**config.mk**
```make
export PLATFORM = sky130hd
export DESIGN_NAME = filename_safe_base64_encoder
export DESIGN_NICKNAME = d
export VERILOG_FILES = /design/src/fsb64_pkg.sv /design/src/fsb64_front.sv /design/src/fsb64_queue.sv /design/src/fsb64_back.sv /design/src/filename_safe_base64_encoder.sv
export VERILOG_INCLUDE_DIRS = /design/src /design/src/src
export SDC_FILE = /design/constraint.sdc
export NUM_CORES = 1
export LEC_CHECK = 0
export CORE_ASPECT_RATIO = 1.1
export CORE_UTILIZATION = 50
export CTS_BUF_LIST = sky130_fd_sc_hd__clkbuf_8
export CTS_CLUSTER_SIZE = 10
export DETAILED_ROUTE_END_ITERATION = 8
export DONT_BUFFER_PORTS = 1
export MAX_ROUTING_LAYER = met4
export SETUP_SLACK_MARGIN = 0.05
export SYNTH_ARGS = -nofsm -noshare
export SYNTH_HDL_FRONTEND = slang
export SYNTH_SLANG_ARGS = --single-unit
```
**constraint.sdc**
```tcl
create_clock -name i_clk -period 5.4 [get_ports i_clk]
set_clock_uncertainty 0.05 [all_clocks]
set_input_delay 1.08 -clock i_clk [delete_from_list [all_inputs] [get_ports i_clk]]
set_output_delay 1.08 -clock i_clk [all_outputs]
set_load 0.02 [all_outputs]
```
**src/assert_macros.svh**
```systemverilog
// Assertion macros shared by the encoder RTL.
// Simulation builds get concurrent assertions; synthesis builds get nothing.
`ifndef ASSERT_MACROS_SVH
`define ASSERT_MACROS_SVH

`ifndef SYNTHESIS

`define FSB_ASSERT(label, clk, rst_n, prop) \
    label: assert property (@(posedge clk) disable iff (!rst_n) prop) \
        else $error("assertion failed");

`define FSB_NEVER(label, clk, rst_n, cond) \
    label: assert property (@(posedge clk) disable iff (!rst_n) !(cond)) \
        else $error("forbidden condition seen");

`else

`define FSB_ASSERT(label, clk, rst_n, prop)

`define FSB_NEVER(label, clk, rst_n, cond)

`endif

`endif

```
**src/fsb64_pkg.sv**
```systemverilog
`timescale 1ns / 1ps
// ----------------------------------------------------------------------------
// Filename-safe base64 package
// Shared types, constants and the alphabet lookup for the encoder.
// ----------------------------------------------------------------------------
package fsb64_pkg;

    localparam int QUEUE_DEPTH = 2;
    localparam logic [1:0] HELD_MAX = 2'd2;
    localparam logic [1:0] LAST_PHASE = 2'd3;

    typedef struct packed {
        logic [7:0] b0;
        logic [7:0] b1;
        logic [7:0] b2;
        logic       fin;
    } t_group;

    typedef struct packed {
        logic full;
        logic empty;
    } t_q_status;

    function automatic logic [7:0] f_char(input logic [5:0] idx);
        logic [7:0] wide;
        wide = {2'b00, idx};
        case (idx) inside
            [6'd0:6'd1]:   return 8'h2D + wide;
            [6'd2:6'd11]:  return 8'h30 + wide - 8'd2;
            [6'd12:6'd37]: return 8'h41 + wide - 8'd12;
            default:       return 8'h61 + wide - 8'd38;
        endcase
    endfunction

    function automatic logic [5:0] f_sextet(input t_group g, input logic [1:0] phase);
        case (phase)
            2'd0:    return g.b0[7:2];
            2'd1:    return {g.b0[1:0], g.b1[7:4]};
            2'd2:    return {g.b1[3:0], g.b2[7:6]};
            default: return g.b2[5:0];
        endcase
    endfunction

endpackage

```
**src/fsb64_front.sv**
```systemverilog
`timescale 1ns / 1ps
// ----------------------------------------------------------------------------
// Encoder front end
// Accepts bytes, holds up to two and closes groups of up to three bytes.
// ----------------------------------------------------------------------------
module fsb64_front (
    input  logic                  i_clk,
    input  logic                  i_rst_n,
    input  logic                  i_valid,
    input  logic [7:0]            i_byte,
    input  logic                  i_last,
    output logic                  o_ready,
    input  fsb64_pkg::t_q_status  i_q,
    output logic                  o_push,
    output fsb64_pkg::t_group     o_group,
    output logic [1:0]            o_held
);
    import fsb64_pkg::*;

    logic [1:0] r_cnt;
    logic [1:0] n_cnt;
    logic [7:0] r_b0;
    logic [7:0] r_b1;
    logic [1:0] w_cnt_sat;
    logic       w_acc;
    logic       w_close;

    assign o_ready   = !i_q.full;
    assign w_acc     = i_valid && o_ready;
    assign w_cnt_sat = (r_cnt > HELD_MAX) ? HELD_MAX : r_cnt;
    assign w_close   = i_last || (w_cnt_sat == HELD_MAX);
    assign o_push    = w_acc && w_close;
    assign o_held    = r_cnt;

    always_comb begin
        case (w_cnt_sat)
            2'd0:    o_group = '{b0: i_byte, b1: 8'd0, b2: 8'd0, fin: i_last};
            2'd1:    o_group = '{b0: r_b0, b1: i_byte, b2: 8'd0, fin: i_last};
            default: o_group = '{b0: r_b0, b1: r_b1, b2: i_byte, fin: i_last};
        endcase
        n_cnt = r_cnt;
        if (w_acc) begin
            n_cnt = w_close ? 2'd0 : w_cnt_sat + 2'd1;
        end
    end

    always_ff @(posedge i_clk) begin
        if (!i_rst_n) begin
            r_cnt <= 2'd0;
        end else begin
            r_cnt <= n_cnt;
        end
    end

    always_ff @(posedge i_clk) begin
        if (w_acc && !w_close) begin
            if (w_cnt_sat == 2'd0) begin
                r_b0 <= i_byte;
            end else begin
                r_b1 <= i_byte;
            end
        end
    end

endmodule

```
**src/fsb64_queue.sv**
```systemverilog
`timescale 1ns / 1ps
// ----------------------------------------------------------------------------
// Group queue
// Short FIFO of closed byte groups between the front and back ends.
// ----------------------------------------------------------------------------
module fsb64_queue (
    input  logic                  i_clk,
    input  logic                  i_rst_n,
    input  logic                  i_push,
    input  fsb64_pkg::t_group     i_group,
    input  logic                  i_pop,
    output fsb64_pkg::t_group     o_group,
    output fsb64_pkg::t_q_status  o_status
);
    import fsb64_pkg::*;

    localparam int PTR_W = (QUEUE_DEPTH > 1) ? $clog2(QUEUE_DEPTH) : 1;
    localparam logic [PTR_W-1:0] PTR_LAST = PTR_W'(QUEUE_DEPTH - 1);
    localparam logic [PTR_W:0]   CNT_FULL = (PTR_W + 1)'(QUEUE_DEPTH);

    t_group           r_mem [QUEUE_DEPTH];
    logic [PTR_W-1:0] r_wr;
    logic [PTR_W-1:0] r_rd;
    logic [PTR_W:0]   r_cnt;

    assign o_group        = r_mem[r_rd];
    assign o_status.full  = (r_cnt == CNT_FULL);
    assign o_status.empty = (r_cnt == '0);

    always_ff @(posedge i_clk) begin
        if (!i_rst_n) begin
            r_wr  <= '0;
            r_rd  <= '0;
            r_cnt <= '0;
        end else begin
            if (i_push) begin
                r_wr <= (r_wr == PTR_LAST) ? '0 : r_wr + 1'b1;
            end
            if (i_pop) begin
                r_rd <= (r_rd == PTR_LAST) ? '0 : r_rd + 1'b1;
            end
            if (i_push && !i_pop) begin
                r_cnt <= r_cnt + 1'b1;
            end else if (i_pop && !i_push) begin
                r_cnt <= r_cnt - 1'b1;
            end
        end
    end

    always_ff @(posedge i_clk) begin
        if (i_push) begin
            r_mem[r_wr] <= i_group;
        end
    end

endmodule

```
**src/fsb64_back.sv**
```systemverilog
`timescale 1ns / 1ps
// ----------------------------------------------------------------------------
// Encoder back end
// Splits one group into four sextets and sends one character per transaction.
// ----------------------------------------------------------------------------
module fsb64_back (
    input  logic                  i_clk,
    input  logic                  i_rst_n,
    input  fsb64_pkg::t_q_status  i_q,
    input  fsb64_pkg::t_group     i_group,
    output logic                  o_pop,
    output logic                  o_valid,
    input  logic                  i_ready,
    output logic [7:0]            o_data,
    output logic                  o_last
);
    import fsb64_pkg::*;

    logic       r_busy;
    logic [1:0] r_phase;
    t_group     r_grp;
    logic       w_done;
    logic       w_load;

    assign o_valid = r_busy;
    assign o_data  = f_char(f_sextet(r_grp, r_phase));
    assign o_last  = r_grp.fin && (r_phase == LAST_PHASE);
    assign w_done  = r_busy && i_ready && (r_phase == LAST_PHASE);
    assign w_load  = !i_q.empty && (!r_busy || w_done);
    assign o_pop   = w_load;

    always_ff @(posedge i_clk) begin
        if (!i_rst_n) begin
            r_busy  <= 1'b0;
            r_phase <= 2'd0;
        end else if (w_load) begin
            r_busy  <= 1'b1;
            r_phase <= 2'd0;
        end else if (w_done) begin
            r_busy  <= 1'b0;
            r_phase <= 2'd0;
        end else if (r_busy && i_ready) begin
            r_phase <= r_phase + 2'd1;
        end
    end

    always_ff @(posedge i_clk) begin
        if (w_load) begin
            r_grp <= i_group;
        end
    end

endmodule

```
**src/filename_safe_base64_encoder.sv**
```systemverilog
`timescale 1ns / 1ps
// ----------------------------------------------------------------------------
// Filename-safe base64 encoder
// Unpadded base64 over the alphabet "-.0-9A-Za-z", one byte in, one char out.
// ----------------------------------------------------------------------------
// Each input transaction carries one byte; tlast marks the last byte of a
// stream. Every third byte, or a byte with tlast, closes a group (missing
// bytes are zero) and yields four characters, the fourth carrying tlast when
// the group was closed by a final byte. No '=' padding is ever produced. The
// input side takes one byte per cycle while the two-entry group queue has
// room; the output side sends one character per cycle while a group is
// loaded and the receiver is ready, so the single-character output port
// sets the sustained rate. A closed group is written into the queue and then
// loaded into the back end's group register before its first char is sent.
module filename_safe_base64_encoder (
    input  logic       i_clk,
    input  logic       i_rst_n,
    input  logic       i_s_axis_tvalid,
    output logic       o_s_axis_tready,
    input  logic [7:0] i_s_axis_tdata,   // [7:0] data_byte
    input  logic       i_s_axis_tlast,   // final_byte
    output logic       o_m_axis_tvalid,
    input  logic       i_m_axis_tready,
    output logic [7:0] o_m_axis_tdata,   // [7:0] out_char
    output logic       o_m_axis_tlast    // final_char
);
    import fsb64_pkg::*;

`include "assert_macros.svh"

    t_group    w_front_group;
    t_group    w_head_group;
    t_q_status w_q;
    logic      w_push;
    logic      w_pop;
    logic [1:0] w_held;
    logic      w_in_last;

    assign w_in_last = i_s_axis_tvalid && o_s_axis_tready && i_s_axis_tlast;

    fsb64_front u_front (
        .i_clk   (i_clk),
        .i_rst_n (i_rst_n),
        .i_valid (i_s_axis_tvalid),
        .i_byte  (i_s_axis_tdata),
        .i_last  (i_s_axis_tlast),
        .o_ready (o_s_axis_tready),
        .i_q     (w_q),
        .o_push  (w_push),
        .o_group (w_front_group),
        .o_held  (w_held)
    );

    fsb64_queue u_queue (
        .i_clk    (i_clk),
        .i_rst_n  (i_rst_n),
        .i_push   (w_push),
        .i_group  (w_front_group),
        .i_pop    (w_pop),
        .o_group  (w_head_group),
        .o_status (w_q)
    );

    fsb64_back u_back (
        .i_clk   (i_clk),
        .i_rst_n (i_rst_n),
        .i_q     (w_q),
        .i_group (w_head_group),
        .o_pop   (w_pop),
        .o_valid (o_m_axis_tvalid),
        .i_ready (i_m_axis_tready),
        .o_data  (o_m_axis_tdata),
        .o_last  (o_m_axis_tlast)
    );

    `FSB_NEVER(a_no_push_full, i_clk, i_rst_n, w_push && w_q.full)
    `FSB_NEVER(a_no_pop_empty, i_clk, i_rst_n, w_pop && w_q.empty)
    `FSB_NEVER(a_held_bound, i_clk, i_rst_n, w_held == 2'd3)
    `FSB_ASSERT(a_last_clears, i_clk, i_rst_n, w_in_last |=> (w_held == 2'd0))

endmodule

```
Word-level counts from Yosys, hierarchy flattened:

Memories as Yosys holds them, arrays and structs flattened. A register that Yosys moved wholly into a read port is not among the register bits.
Index checks and enable logic that the tools add are counted.

* logic and storage cells: 80
* bits in writable memories: 50
* output and inout port bits: 11
* memories kept: 1
* input port bits: 13
* flip-flop bits (word level): 25

* add/subtract/negate cells: 13
* mux-type cells: 15
* equal/unequal tests: 6
* bitwise gates (word level): 2
* reductions and logical operators: 28
* $lt $le $gt $ge: 7

Memory list
* u_queue.r_mem: depth 2, bits a word 25, read ports 1, clocked after memory_dff 1, wr ports 1, RTL line fsb64_queue.sv:21 `t_group r_mem [QUEUE_DEPTH];`

Operators with widths (number)
* case mux 25 bit (2 select lines): 1
* two-way mux 8 bit: 3
* case mux 6 bit (3 select lines): 1
* adder 7 x 6 -> 8 bit (first input constant): 2
* adder 6 x 6 -> 7 bit (first input constant): 2
* logical AND 1 bit: 12
* == test 2 bit (second input constant): 4
* two-way mux 2 bit: 4
* subtractor 8 x 2 -> 8 bit (second input constant): 1
* subtractor 8 x 4 -> 8 bit (second input constant): 1
* subtractor 8 x 6 -> 8 bit (second input constant): 1
* adder 2 x 1 -> 2 bit (second input constant): 3
* >= comparator 6 x 1 -> 1 bit (second input constant): 1
* >= comparator 6 x 2 -> 1 bit (second input constant): 1
* >= comparator 6 x 4 -> 1 bit (second input constant): 1
* <= comparator 6 x 1 -> 1 bit (second input constant): 1
* <= comparator 6 x 4 -> 1 bit (second input constant): 1
* <= comparator 6 bit (second input constant): 1
* logical NOT 1 bit: 6
* logical NOT 2 bit: 3
* two-way mux 1 bit: 6
* == test 2 x 1 -> 1 bit (second input constant): 2
* AND reduction 2 bit: 2
* nonzero test 2 bit: 2
* 6 further kinds: 9

Logic depth before layout (Yosys ltp):

Gate-level depths: netlist (run 1).

* depth after elaboration: 9
* mapped depth: 15
* depth with buffers taken out: 13

By module:

A second synthesis (run 1) with hierarchy kept.

* cell total of the unflattened synthesis: 291
* area total of the unflattened synthesis: 4370.4 um^2

Modules (own cells, without submodules)
* fsb64_queue: area each 2021.9 um^2, instances 1, sequential area each 1601.5 um^2, cells an instance 100
* fsb64_back: area each 1503.9 um^2, instances 1, sequential area each 810.8 um^2, cells an instance 131
* fsb64_front: area each 844.6 um^2, instances 1, sequential area each 520.5 um^2, cells an instance 60

Worst setup path before layout (run 1):

OpenSTA, ideal clock, no wires.

* kind: reg-to-output
* start: register u_back.r_phase[0]
* end: output port o_m_axis_tdata[5]
* buffers on the path: 2
* setup slack: 603 ps
* arrival time: 3667 ps
* data required time: 4270 ps
* cell stages (with the launch flop): 14
* cells stage by stage: dfxtp_1 -> inv_1 -> ha_1 -> a222oi_1 -> a21oi_1 -> buf_2 -> inv_1 -> ha_1 -> and2b_1 -> a32oi_1 -> or4_4 -> a311o_1 -> buf_6 -> o311ai_0

* cells in the longest elaborated chain, start to end: 7

Ends and longest elaborated chain
* from (decl): RTL line fsb64_back.sv:20 `logic [1:0] r_phase;`
* from (signal assigned): RTL line fsb64_back.sv:43 `r_phase <= r_phase + 2'd1;`
* == test 2 bit (tied with other cells): RTL line fsb64_pkg.sv:36 `case (phase)`
* case mux 6 bit (3 select lines) *: RTL line fsb64_pkg.sv:36
* adder 7 x 6 -> 8 bit (tied with other cells): RTL line fsb64_pkg.sv:31 `default: return 8'h61 + wide - 8'd38;`
* subtractor 8 x 6 -> 8 bit (tied with other cells): RTL line fsb64_pkg.sv:31
* two-way mux 8 bit (2 in series): RTL line fsb64_pkg.sv:27 `case (idx) inside`
* two-way mux 8 bit *: RTL line fsb64_pkg.sv:27
* to (decl): RTL line filename_safe_base64_encoder.sv:24 `output logic [7:0] o_m_axis_tdata,`

Mark *: on every way between the ends. The rest lies on a longest branch, timed or not.

Worst setup path after layout (run 1):

* start: register u_back.r_phase[1]
* end: output port o_m_axis_tdata[3]

The elaborated chain is that of the path after synthesis.

==> results of run 1 <==
registers in the layout, indices dropped and copies added, names as in the netlist:
register and cells:
u_front.r_b1 8, u_front.r_b0 8, u_queue.r_cnt 2, u_back.r_phase 2, u_queue.r_wr 1, u_queue.r_mem 50
u_back.o_valid 1, u_back.r_grp 25, u_front.o_held 2, u_queue.r_rd 1
layer usage:
layer,up-vias,GRT usage (%),wire length [um]
li1,1265,-,-
met1,1292,23.7,3810
met2,43,31.8,4110
met3,12,3.76,210
met4,0,7.34,138
met5,-,-,0
final timing paths:
path / slack (ns) / startpoint / to / depth (start not counted)
worst min-delay path: 0.49 / u_queue.r_cnt[1]$_SDFFE_PN0P_ / u_queue.r_cnt[1]$_SDFFE_PN0P_ / 2
worst min register to register: 0.49 / u_queue.r_cnt[1]$_SDFFE_PN0P_ / u_queue.r_cnt[1]$_SDFFE_PN0P_ / 2
worst max register to register: 3.24 / u_queue.r_cnt[0]$_SDFFE_PN0P_ / u_queue.r_cnt[1]$_SDFFE_PN0P_ / 6
worst max-delay path: 0.34 / u_back.r_phase[1]$_SDFFE_PP0P_ / o_m_axis_tdata[3] / 14
stage by stage:
step	area, um^2	util (%)	setup slack (ns)	total power [uW]	std cells
floorplan	4590	-	0.603	1960	319
detailed placement	4790	53.9	0.552	2250	436
CTS	4990	56.2	0.115	2720	452
global route	5010	56.5	0.0888	2890	454
finish	5010	56.5	0.338	2720	454
global placement	4790	53.9	0.468	2260	436
cell usage after synthesis (all sizes together) (2+ instances only):
cell type / number
a311o: 2
mux2: 34
ha: 18
a222oi: 6
nand2: 14
nor3: 4
and2b: 4
nand3: 5
a31oi: 4
nor2b: 7
nand4: 2
nor3b: 2
a311oi: 4
o21ai: 3
a22o: 8
inv: 12
a22oi: 2
o21a: 2
clkbuf: 7
o31ai: 2
or3: 2
and2: 12
a211oi: 4
xnor2: 8
edfxtp: 91
a21boi: 2
o211ai: 5
nor2: 11
xor2: 2
nand2b: 2
a21oi: 12
a21o: 2
dfxtp: 9
nor4: 2
buf: 2
layout by cell type, fill, tap and decap left out, types with 4 or more instances in the layout:
cell	n
nand3_1	5
o211ai_1	5
and2_1	12
a21oi_1	10
a222oi_1	6
ha_1	18
mux2_2	34
buf_4	14
nor2_1	11
a31oi_1	4
nor2b_1	7
a22o_1	8
dfxtp_1	8
inv_1	12
clkbuf_8	9
nand2_1	14
edfxtp_1	91
xnor2_1	8
area by class of cell:
class	count	area (um^2)	share of cell area [%]
clock inverters	7	76.3	1.52
well taps	114	143	2.85
flip-flops and latches	100	2910	58.2
clock buffers	9	124	2.47
repair buffers	14	105	2.10
multi-input cells	197	1600	31.9
inverters	13	48.8	0.974
timing repair:
item,in CTS,in global routing
buffers inserted,0,2
endpoints found under the hold margin,0,0
setup endpoints to repair,0,8
resized for setup,0,5
power by group:
group | switching [uW] | total, uW | leakage [uW] | internal [uW]
logic | 730 | 1180 | 0.000720 | 446
clock network | 254 | 472 | 0.000107 | 218
registers | 55.1 | 1070 | 0.000922 | 1020
total | 1040 | 2720 | 0.00175 | 1680
critical path, stage by stage, from the launching register on:
cell and delay [ns]:
dfxtp_1 0.41, inv_1 0.08, ha_1 0.28, a222oi_1 0.36, a21oi_1 0.16, inv_2 0.15, ha_1 0.23, and2b_1 0.14
a32oi_1 0.12, or4_4 0.46, a311o_2 0.39, buf_4 0.17, o211ai_1 0.07, a31oi_1 0.13, xnor2_1 0.42
cells by family after synthesis:
logic type                 synth area share (%)
adders and majority gates                  4.90
AOI/OAI and AO/OA                          10.8
DFF                                        63.4
buffers and inverters                      2.02
xor gates and xnor gates                   1.91
muxes                                      8.34
and+or+nand+nor                            8.61
==> out/metrics.yaml, run 1 <==
power:
  power_density_nw_per_um2: 543
  leakage_uw: 0.00175
  ir_drop_uv: 208
route:
  drt_iter0_markers: 107
  wl_um: 8260
  vias_per_cell: 5.75
  num_vias: 2612
  drc: 0
  ant_nets: 0
  routedWlPerCell_um: 18.2
  drt_first_pass_iters: 4
critical_path:
  path_max_fanout: 7
  cp.arrival_ns: 3.93
  worstSetupStartpointType: "flop"
  critPathRequiredTime_ns: 4.27
  end_kind: "output pin"
  criticalPathCategory: "reg -> out"
synth:
  synth-edff-count: 91
  synth_fp_nets: 350
  ys_warn_count: 0
  syn_avg_cell_area_um2: 14.4
  syn_area_um2: 4590
  yosysSeqAreaShare_pct: 63.4
  synthCells: 319
  synth.area.top_cells: "edfxtp_1 (59%), mux2_2 (8.3%), ha_1 (4.9%), dfxtp_1 (3.9%), and2_1 (1.6%)"
  ys_types: 54
  yosys.area.top_type: "edfxtp_1"
  yosysTopAreaCellShare_pct: 59.5
  ys_seq_elements: 100
  synthArstFlopShare_pct: 0
  synth_ff_type: "edfxtp_1"
timing:
  fin_crit_sh_pct: 93.7
  hold_viol: 0
  maxSlewViolCount: 0
  fmax_mhz: 198
  tightest_slew_ns: 0.881
  rsz0062_at_grt: "no"
  whs_ns: 0.491
  setup_total_negative_slack_ns: 0
  finalCriticalPeriod_ns: 5.06
  relSlewSlack_pct: 41.2
  setup_viol: 0
cts:
  cts_max_level: 3
  clock_latency_ns: 0.36
  clkTransAtPathRegs_ns: 0.11
  clk_path_buf_depth: 2
  clkSinkCount: 100
  cts_tree: "built"
  cts_made_buffers: 9
  hold_buffers: 0
  cts_root_buf: "clkbuf_8"
global_route:
  grt_usage_pct: 19.3
  grt_pass1_vias: 2626
  antenna_found_initial: 0
  grt.overflow.total: 0
  grt_pass1_wl_um: 13200
  grt_start_max_net_pins: 27
floorplan:
  start_util_pct: 51.8
  core_region_area_um2: 8870
  die_w_um: 93.4
  num_io_pins: 24
  rows: 36
  dieArea_um2: 9570
  die_y_um: 103
place:
  port_buffers: 0
  place.gp.congestion: 0.896
  hpwl_um: 5850
status:
  status: "completed"
cells_and_area:
  drive_gt1_share_pct: 23.8
  fill_cells: 709
  fin_nets: 366
  diodes: 0
  area_growth_syn_to_layout_pct: 9.10
worst_hold_path:
  hold_class: "reg -> reg"
run:
  max_cap_viol_count: 0
(Power assumes the default switching activity.)
==> run 2: changes to the inputs <==
--- a/config.mk
+++ b/config.mk
@@ -6,7 +6,7 @@
 export SDC_FILE = /design/constraint.sdc
 export NUM_CORES = 1
 export LEC_CHECK = 0
-export CORE_ASPECT_RATIO = 1.1
+export CORE_MARGIN = 5
 export CORE_UTILIZATION = 50
 export CTS_BUF_LIST = sky130_fd_sc_hd__clkbuf_8
 export CTS_CLUSTER_SIZE = 10
==> run 2 against run 1 <==
Cell count fell by 0.88%. Sequential cell count unchanged. Final area about the same. Critical path depth shrank 1. Worst hold slack worse by 0.00066 ns. Via count is 0.23% higher. Wire length rose by 4.5%. First-iteration DRC count increased by 50%. Sequential share of layout area about the same. Clock power increased by 3%.
==> out/metrics.yaml, run 2 (synthesis gave the netlist of run 1 again) <==
place:
  place.gp.congestion: 0.890  # -0.70%
  dp.cells: 434  # -0.46%
  port_buffers: 0  # unchanged
  hpwl_um: 6060  # +3.7%
cts:
  hold_buffers: 0  # unchanged
  cts_tree: "built"
  clock_latency_ns: 0.35  # about the same
  cts_made_buffers: 9  # unchanged
  cts_max_level: 3  # unchanged
  clkSinkCount: 100  # unchanged
  clk_path_buf_depth: 2  # unchanged
  clkTransAtPathRegs_ns: 0.10  # about the same
  cts_root_buf: "clkbuf_8"
cells_and_area:
  fill_cells: 748  # +5.5%
  seqCellArea_um2: 2910  # unchanged
  multi_input_area_um2: 1600  # unchanged
  layoutNonFillerInstCount: 450  # -0.88%
  largestRegisters: "u_queue.r_mem: 50 flops, u_back.r_grp: 25 flops"
  fin_nets: 365  # -0.27%
  top_register: "u_queue.r_mem"
  drive_gt1_share_pct: 23.6  # -0.22 points
  layout_common_cells: "edfxtp_1 (91), mux2_2 (34), ha_1 (18), nand2_1 (14), buf_4 (13)"
  final_common_cell: "edfxtp_1"
  utilization_pct: 55.0  # -1.5 points
  diodes: 0  # unchanged
  area_growth_syn_to_layout_pct: 9.04  # about the same
  largest_register_ffs: 50  # unchanged
critical_path:
  cp_cell_sequence: "ha_1 -> clkinv_1 -> a21o_2 -> inv_1 -> ha_1 -> and2b_1 -> a32oi_1 -> or4_4 -> a311o_2 -> a211oi_2 -> a311oi_1 -> a211oi_1 -> buf_4"
  cp_num_buf_inv: 3  # unchanged
  cp.arrival_ns: 3.92  # about the same
  critPathRequiredTime_ns: 4.27  # about the same
  rr_startpoint: "u_back.r_phase[1]$_SDFFE_PP0P_"
  worstSetupStartpointType: "flop"
  r2r_cells: 4  # -2
  r2r_slack_ns: 3.14  # -0.10 ns
  criticalPathCategory: "reg -> out"
  cp_common_cell: "ha_1"
  path_depth: 13  # -1
  cpPeakStageDelay_ns: 0.48  # +0.02 ns
  path_max_fanout: 10  # +3
  slowest_stage: "a311o_2"
  rr_endpoint: "u_back.r_grp[8]$_DFFE_PP_"
  crit_family: "compound AO/OA/AOI/OAI gates"
  end_kind: "output pin"
global_route:
  grt_pass1_wl_um: 13700  # +3.7%
  grt_pass1_vias: 2579  # -1.8%
  antenna_found_initial: 0  # unchanged
  grt.overflow.total: 0  # unchanged
  grt_start_max_net_pins: 27  # unchanged
  grt_usage_pct: 16.4  # -2.9 points
floorplan:
  dieArea_um2: 11200  # +17%
  die_w_um: 106  # +13%
  rows: 35  # -2.8%
  start_util_pct: 50.4  # -1.3 points
  num_io_pins: 24  # unchanged
  core_region_area_um2: 9110  # +2.7%
  die_y_um: 106  # +3.2%
timing:
  setup_total_negative_slack_ns: 0  # unchanged
  fmax_mhz: 198  # +0.26%
  setup_viol: 0  # unchanged
  whs_ns: 0.491  # -0.000663 ns
  hold_viol: 0  # unchanged
  rsz0062_at_grt: "no"
  tightest_slew_ns: 0.951  # +0.0702 ns
  maxSlewViolCount: 0  # unchanged
  relSlewSlack_pct: 36.5  # -4.7 points
  finalCriticalPeriod_ns: 5.05  # -0.0129 ns
  fin_crit_sh_pct: 93.5  # -0.24 points
power:
  power_uw: 2740  # +0.63%
  leakage_uw: 0.00174  # -0.47%
  power_density_nw_per_um2: 547  # +0.68%
  ir_drop_uv: 233  # +12%
run:
  max_cap_viol_count: 0  # unchanged
route:
  ant_nets: 0  # unchanged
  drt_first_pass_iters: 5  # +1
  drc: 0  # unchanged
  vias_per_cell: 5.82  # +1.1%
  drt_iter0_markers: 161  # +50%
  num_vias: 2618  # +0.23%
  routedWlPerCell_um: 19.2  # +5.4%
  wl_um: 8630  # +4.5%
worst_hold_path:
  hold_path_depth: 2  # unchanged
  min_to: "u_queue.r_cnt[1]$_SDFFE_PN0P_"
  hold_class: "reg -> reg"
  hp-start: "u_queue.r_cnt[1]$_SDFFE_PN0P_"
status:
  status: "completed"
==> run 2: cell count changes in the layout (fill, tap and decap cells not counted), sizes merged <==
| cell | change |
|---|---|
| buf | -1 |
| clkinv | +1 |
| clkinvlp | +1 |
| inv | -2 |
==> run 2: how the worst max path moves through the flow <==
stage                                         from                end  slack [ns]
floorplan           u_back.r_phase[0]$_SDFFE_PP0P_  o_m_axis_tdata[5]        0.60
global placement    u_back.r_phase[0]$_SDFFE_PP0P_  o_m_axis_tdata[6]        0.71
detailed placement  u_back.r_phase[0]$_SDFFE_PP0P_  o_m_axis_tdata[4]        0.64
CTS                 u_back.r_phase[0]$_SDFFE_PP0P_  o_m_axis_tdata[4]        0.23
global route        u_back.r_phase[1]$_SDFFE_PP0P_  o_m_axis_tdata[6]        0.11
finish              u_back.r_phase[1]$_SDFFE_PP0P_  o_m_axis_tdata[6]        0.35
==> run 2: repair_timing <==
item | CTS | global route
setup endpoints to repair | 0 | 5
resized for setup | 0 | 4
setup buffers | 0 | 0
hold endpoints to repair | 0 | 0
==> run 2: metrics by stage <==
stage	setup WS [ns]	cell area, um^2
after floorplan	0.603	4590
after global placement	0.715	4790
after detailed placement	0.644	4790
after CTS	0.234	5000
after global routing	0.109	5010
final	0.351	5010
==> run 2: power by group <==
part / internal (uW) / leakage, uW / switching (uW)
clock: 221 / 0.000103 / 265
sequential: 1020 / 0.000922 / 61.1
combinational: 437 / 0.000715 / 735
==> run 2: area by class of cell <==
class                   count  area share [%]
clock inverters             7            1.70
repair buffers             13            1.95
multi-input cells         197            32.0
inverters                  13           0.974
clock buffers               9            2.47
flip-flops and latches    100            58.2
well taps                 111            2.77
==> run 2: worst min-delay path: stages (launching register included) <==
cell and delay, ns:
dfxtp_1 0.35, o21ai_0 0.08, a21boi_0 0.07
==> run 2: layer usage <==
metal / GRT usage, % / part of all wire [%] / vias to the layer above
met3: 2.94 / 4.2 / 14
met4: 8.42 / 2.4 / 0
met2: 25.9 / 50 / 59
met5: - / 0 / -
met1: 20.3 / 43 / 1280
li1: - / - / 1265
==> run 3: changes to the inputs <==
--- a/config.mk
+++ b/config.mk
@@ -6,12 +6,14 @@
 export SDC_FILE = /design/constraint.sdc
 export NUM_CORES = 1
 export LEC_CHECK = 0
+export CORE_ASPECT_RATIO = 1.4
 export CORE_MARGIN = 5
 export CORE_UTILIZATION = 50
 export CTS_BUF_LIST = sky130_fd_sc_hd__clkbuf_8
 export CTS_CLUSTER_SIZE = 10
 export DETAILED_ROUTE_END_ITERATION = 8
 export DONT_BUFFER_PORTS = 1
+export GPL_TIMING_DRIVEN = 0
 export MAX_ROUTING_LAYER = met4
 export SETUP_SLACK_MARGIN = 0.05
 export SYNTH_ARGS = -nofsm -noshare
==> run 3 against run 2 <==
Critical endpoint unchanged. Fmax decreased by 1.5%. Sequential share of layout area decreased by 1.1 points. Worst setup slack got worse by 0.076 ns. Critical path depth increased by 2. Register-to-register slack got worse by 0.34 ns. Worst hold slack improved by 0.0016 ns. Wire length decreased by 5.5%. Via count decreased by 0.95%. Sequential power about the same. Cell count decreased by 0.67%. Sequential cell count unchanged.
==> out/metrics.yaml, run 3 (synthesis gave the netlist of run 1 again) <==
cells_and_area:
  diodes: 0  # unchanged
  layoutNonFillerInstCount: 447  # -0.67%
  largestRegisters: "u_queue.r_mem: 50 flops, u_back.r_grp: 25 flops"
  fill_cells: 741  # -0.94%
  largest_register_ffs: 50  # unchanged
  drive_gt1_share_pct: 24.1  # +0.52 points
  multi_input_area_um2: 1650  # +3.2%
  area_growth_syn_to_layout_pct: 11.2
  top_register: "u_queue.r_mem"
  seqCellArea_um2: 2920  # about the same
  fin_nets: 366  # +0.27%
  final_common_cell: "edfxtp_1"
  layout_common_cells: "edfxtp_1 (91), mux2_2 (34), nand2_1 (14), ha_1 (14), inv_1 (13)"
cts:
  clk_path_buf_depth: 2  # unchanged
  cts_tree: "built"
  cts_max_level: 3  # unchanged
  clock_latency_ns: 0.35  # about the same
  cts_made_buffers: 9  # unchanged
  cts_root_buf: "clkbuf_8"
  clkTransAtPathRegs_ns: 0.09  # about the same
  clkSinkCount: 100  # unchanged
route:
  vias_per_cell: 5.80  # -0.29%
  num_vias: 2593  # -0.95%
  ant_nets: 0  # unchanged
  routedWlPerCell_um: 18.2  # -4.9%
  drc: 0  # unchanged
  wl_um: 8150  # -5.5%
  drt_first_pass_iters: 4  # -1
  drt_iter0_markers: 200  # +24%
global_route:
  grt.overflow.total: 0  # unchanged
  grt_usage_pct: 15.8  # -0.63 points
  grt_pass1_wl_um: 13200  # -3.9%
  grt_start_max_net_pins: 26  # -3.7%
  globalRouteMet1Util_pct: 15.4  # -4.9 points
  top_usage_layer: "met2"
  grt_pass1_vias: 2660  # +3.1%
  use_met3_pct: 3.65  # +0.71 points
  use_met2_pct: 29.4  # +3.5 points
  antenna_found_initial: 0  # unchanged
floorplan:
  num_io_pins: 24  # unchanged
  rows: 41  # +17%
  die_w_um: 91.0  # -14%
  dieArea_um2: 11200  # +0.24%
  start_util_pct: 51.2  # +0.74 points
  core_region_area_um2: 8980  # -1.4%
  die_y_um: 123  # +17%
critical_path:
  criticalPathCategory: "reg -> out"
  path_max_fanout: 10  # unchanged
  worstSetupStartpointType: "flop"
  slowest_stage: "or4_4"
  cp_common_cell: "ha_2"
  end_kind: "output pin"
  critPathRequiredTime_ns: 4.27  # about the same
  r2r_slack_ns: 2.80  # -0.34 ns
  rr_endpoint: "u_queue.r_mem[1][5]$_DFFE_PP_"
  cp_cell_sequence: "inv_1 -> ha_2 -> a222oi_1 -> a21oi_1 -> clkbuf_4 -> inv_4 -> ha_2 -> and2b_1 -> a32oi_1 -> or4_4 -> a311o_1 -> buf_6 -> a211oi_4 -> a311oi_1 -> a211oi_2"
  cpPeakStageDelay_ns: 0.46  # -0.02 ns
  r2r_cells: 4  # unchanged
  rr_startpoint: "u_queue.r_cnt[0]$_SDFFE_PN0P_"
  cp.arrival_ns: 4.00  # +0.08 ns
  cp_num_buf_inv: 4  # +1
  crit_family: "compound AO/OA/AOI/OAI gates"
timing:
  setup_ws_ns: 0.275  # -0.0763 ns
  tightest_slew_ns: 1.28  # +0.332 ns
  relSlewSlack_pct: 14.2  # -22 points
  setup_total_negative_slack_ns: 0  # unchanged
  hold_viol: 0  # unchanged
  whs_ns: 0.492  # +0.00165 ns
  rsz0062_at_grt: "no"
  finalCriticalPeriod_ns: 5.13  # +0.0763 ns
  maxSlewViolCount: 0  # unchanged
  fmax_mhz: 195  # -1.5%
  setup_viol: 0  # unchanged
  fin_crit_sh_pct: 94.9  # +1.4 points
worst_hold_path:
  min_to: "u_queue.r_cnt[1]$_SDFFE_PN0P_"
  hold_path_depth: 2  # unchanged
  hold_class: "reg -> reg"
  hp-start: "u_queue.r_cnt[1]$_SDFFE_PN0P_"
place:
  place.gp.congestion: 0.896  # +0.67%
  dp.cells: 429  # -1.2%
  dp_slack_ns: 0.000218  # -0.644 ns
  hpwl_um: 6040  # -0.40%
  port_buffers: 0  # unchanged
power:
  power_density_nw_per_um2: 548  # +0.13%
  leakage_uw: 0.00176  # +0.93%
  ir_drop_uv: 379  # +63%
run:
  max_cap_viol_count: 0  # unchanged
status:
  status: "completed"
-- run 3: through the flow --
| stage | instance area (um^2) | power [uW] | utilization, % |
|---|---|---|---|
| 6_report | 5110 | 2800 | 56.9 |
| 5_1_grt | 5110 | 2970 | 56.9 |
| 4_1_cts | 5060 | 2800 | 56.4 |
| 2_1_floorplan | 4590 | 1960 | - |
| 3_5_place_dp | 4770 | 2180 | 53.2 |
| 3_3_place_gp | 4730 | 2170 | 52.7 |
-- run 3: final cells by class --
type                       count  area share, %
buffer                         9          0.907
clock buffer                   9           2.43
clock inverter                 7           2.57
inverter                      13           1.08
multi-input combinational    197           32.3
sequential                   100           57.1
tap                          107           2.62
timing repair buffer           5          0.956
-- run 3: how the worst max path moves through the flow --
stage                        end  cells after the start  slack [ns]                      startpoint
6_report       o_m_axis_tdata[6]                     15        0.27  u_back.r_phase[0]$_SDFFE_PP0P_
5_1_grt        o_m_axis_tdata[5]                     13        0.06  u_back.r_phase[0]$_SDFFE_PP0P_
4_1_cts        o_m_axis_tdata[6]                     13        0.09  u_back.r_phase[1]$_SDFFE_PP0P_
3_5_place_dp   o_m_axis_tdata[7]                     13      0.0002  u_back.r_phase[0]$_SDFFE_PP0P_
3_3_place_gp   o_m_axis_tdata[7]                     13        0.05  u_back.r_phase[0]$_SDFFE_PP0P_
2_1_floorplan  o_m_axis_tdata[5]                     13        0.60  u_back.r_phase[0]$_SDFFE_PP0P_
-- run 3: power breakdown --
part / switching (uW) / total (uW) / internal (uW)
combinational: 732 / 1150 / 414
clock: 233 / 582 / 350
sequential: 50.1 / 1070 / 1020
total: 1010 / 2800 / 1780
-- run 3: routing by layer --
| layer | part of all wire, % | routed length, um |
|---|---|---|
| met5 | 0 | 0 |
| met1 | 38 | 3130 |
| met2 | 56 | 4550 |
| met3 | 3.4 | 279 |
| met4 | 2.3 | 191 |
-- run 3: timing repair --
action	CTS	global route
hold buffers	0	0
buffers inserted	0	2
pin swaps	1	1
resized for setup	9	9
setup endpoints to repair	7	7
-- run 3: worst reg2reg max path, stage by stage, from the launching register on --
cell	delay (ns)
dfxtp_1	0.43
nand2b_1	0.28
nand2_1	0.24
nor2_1	0.30
and2_1	0.91
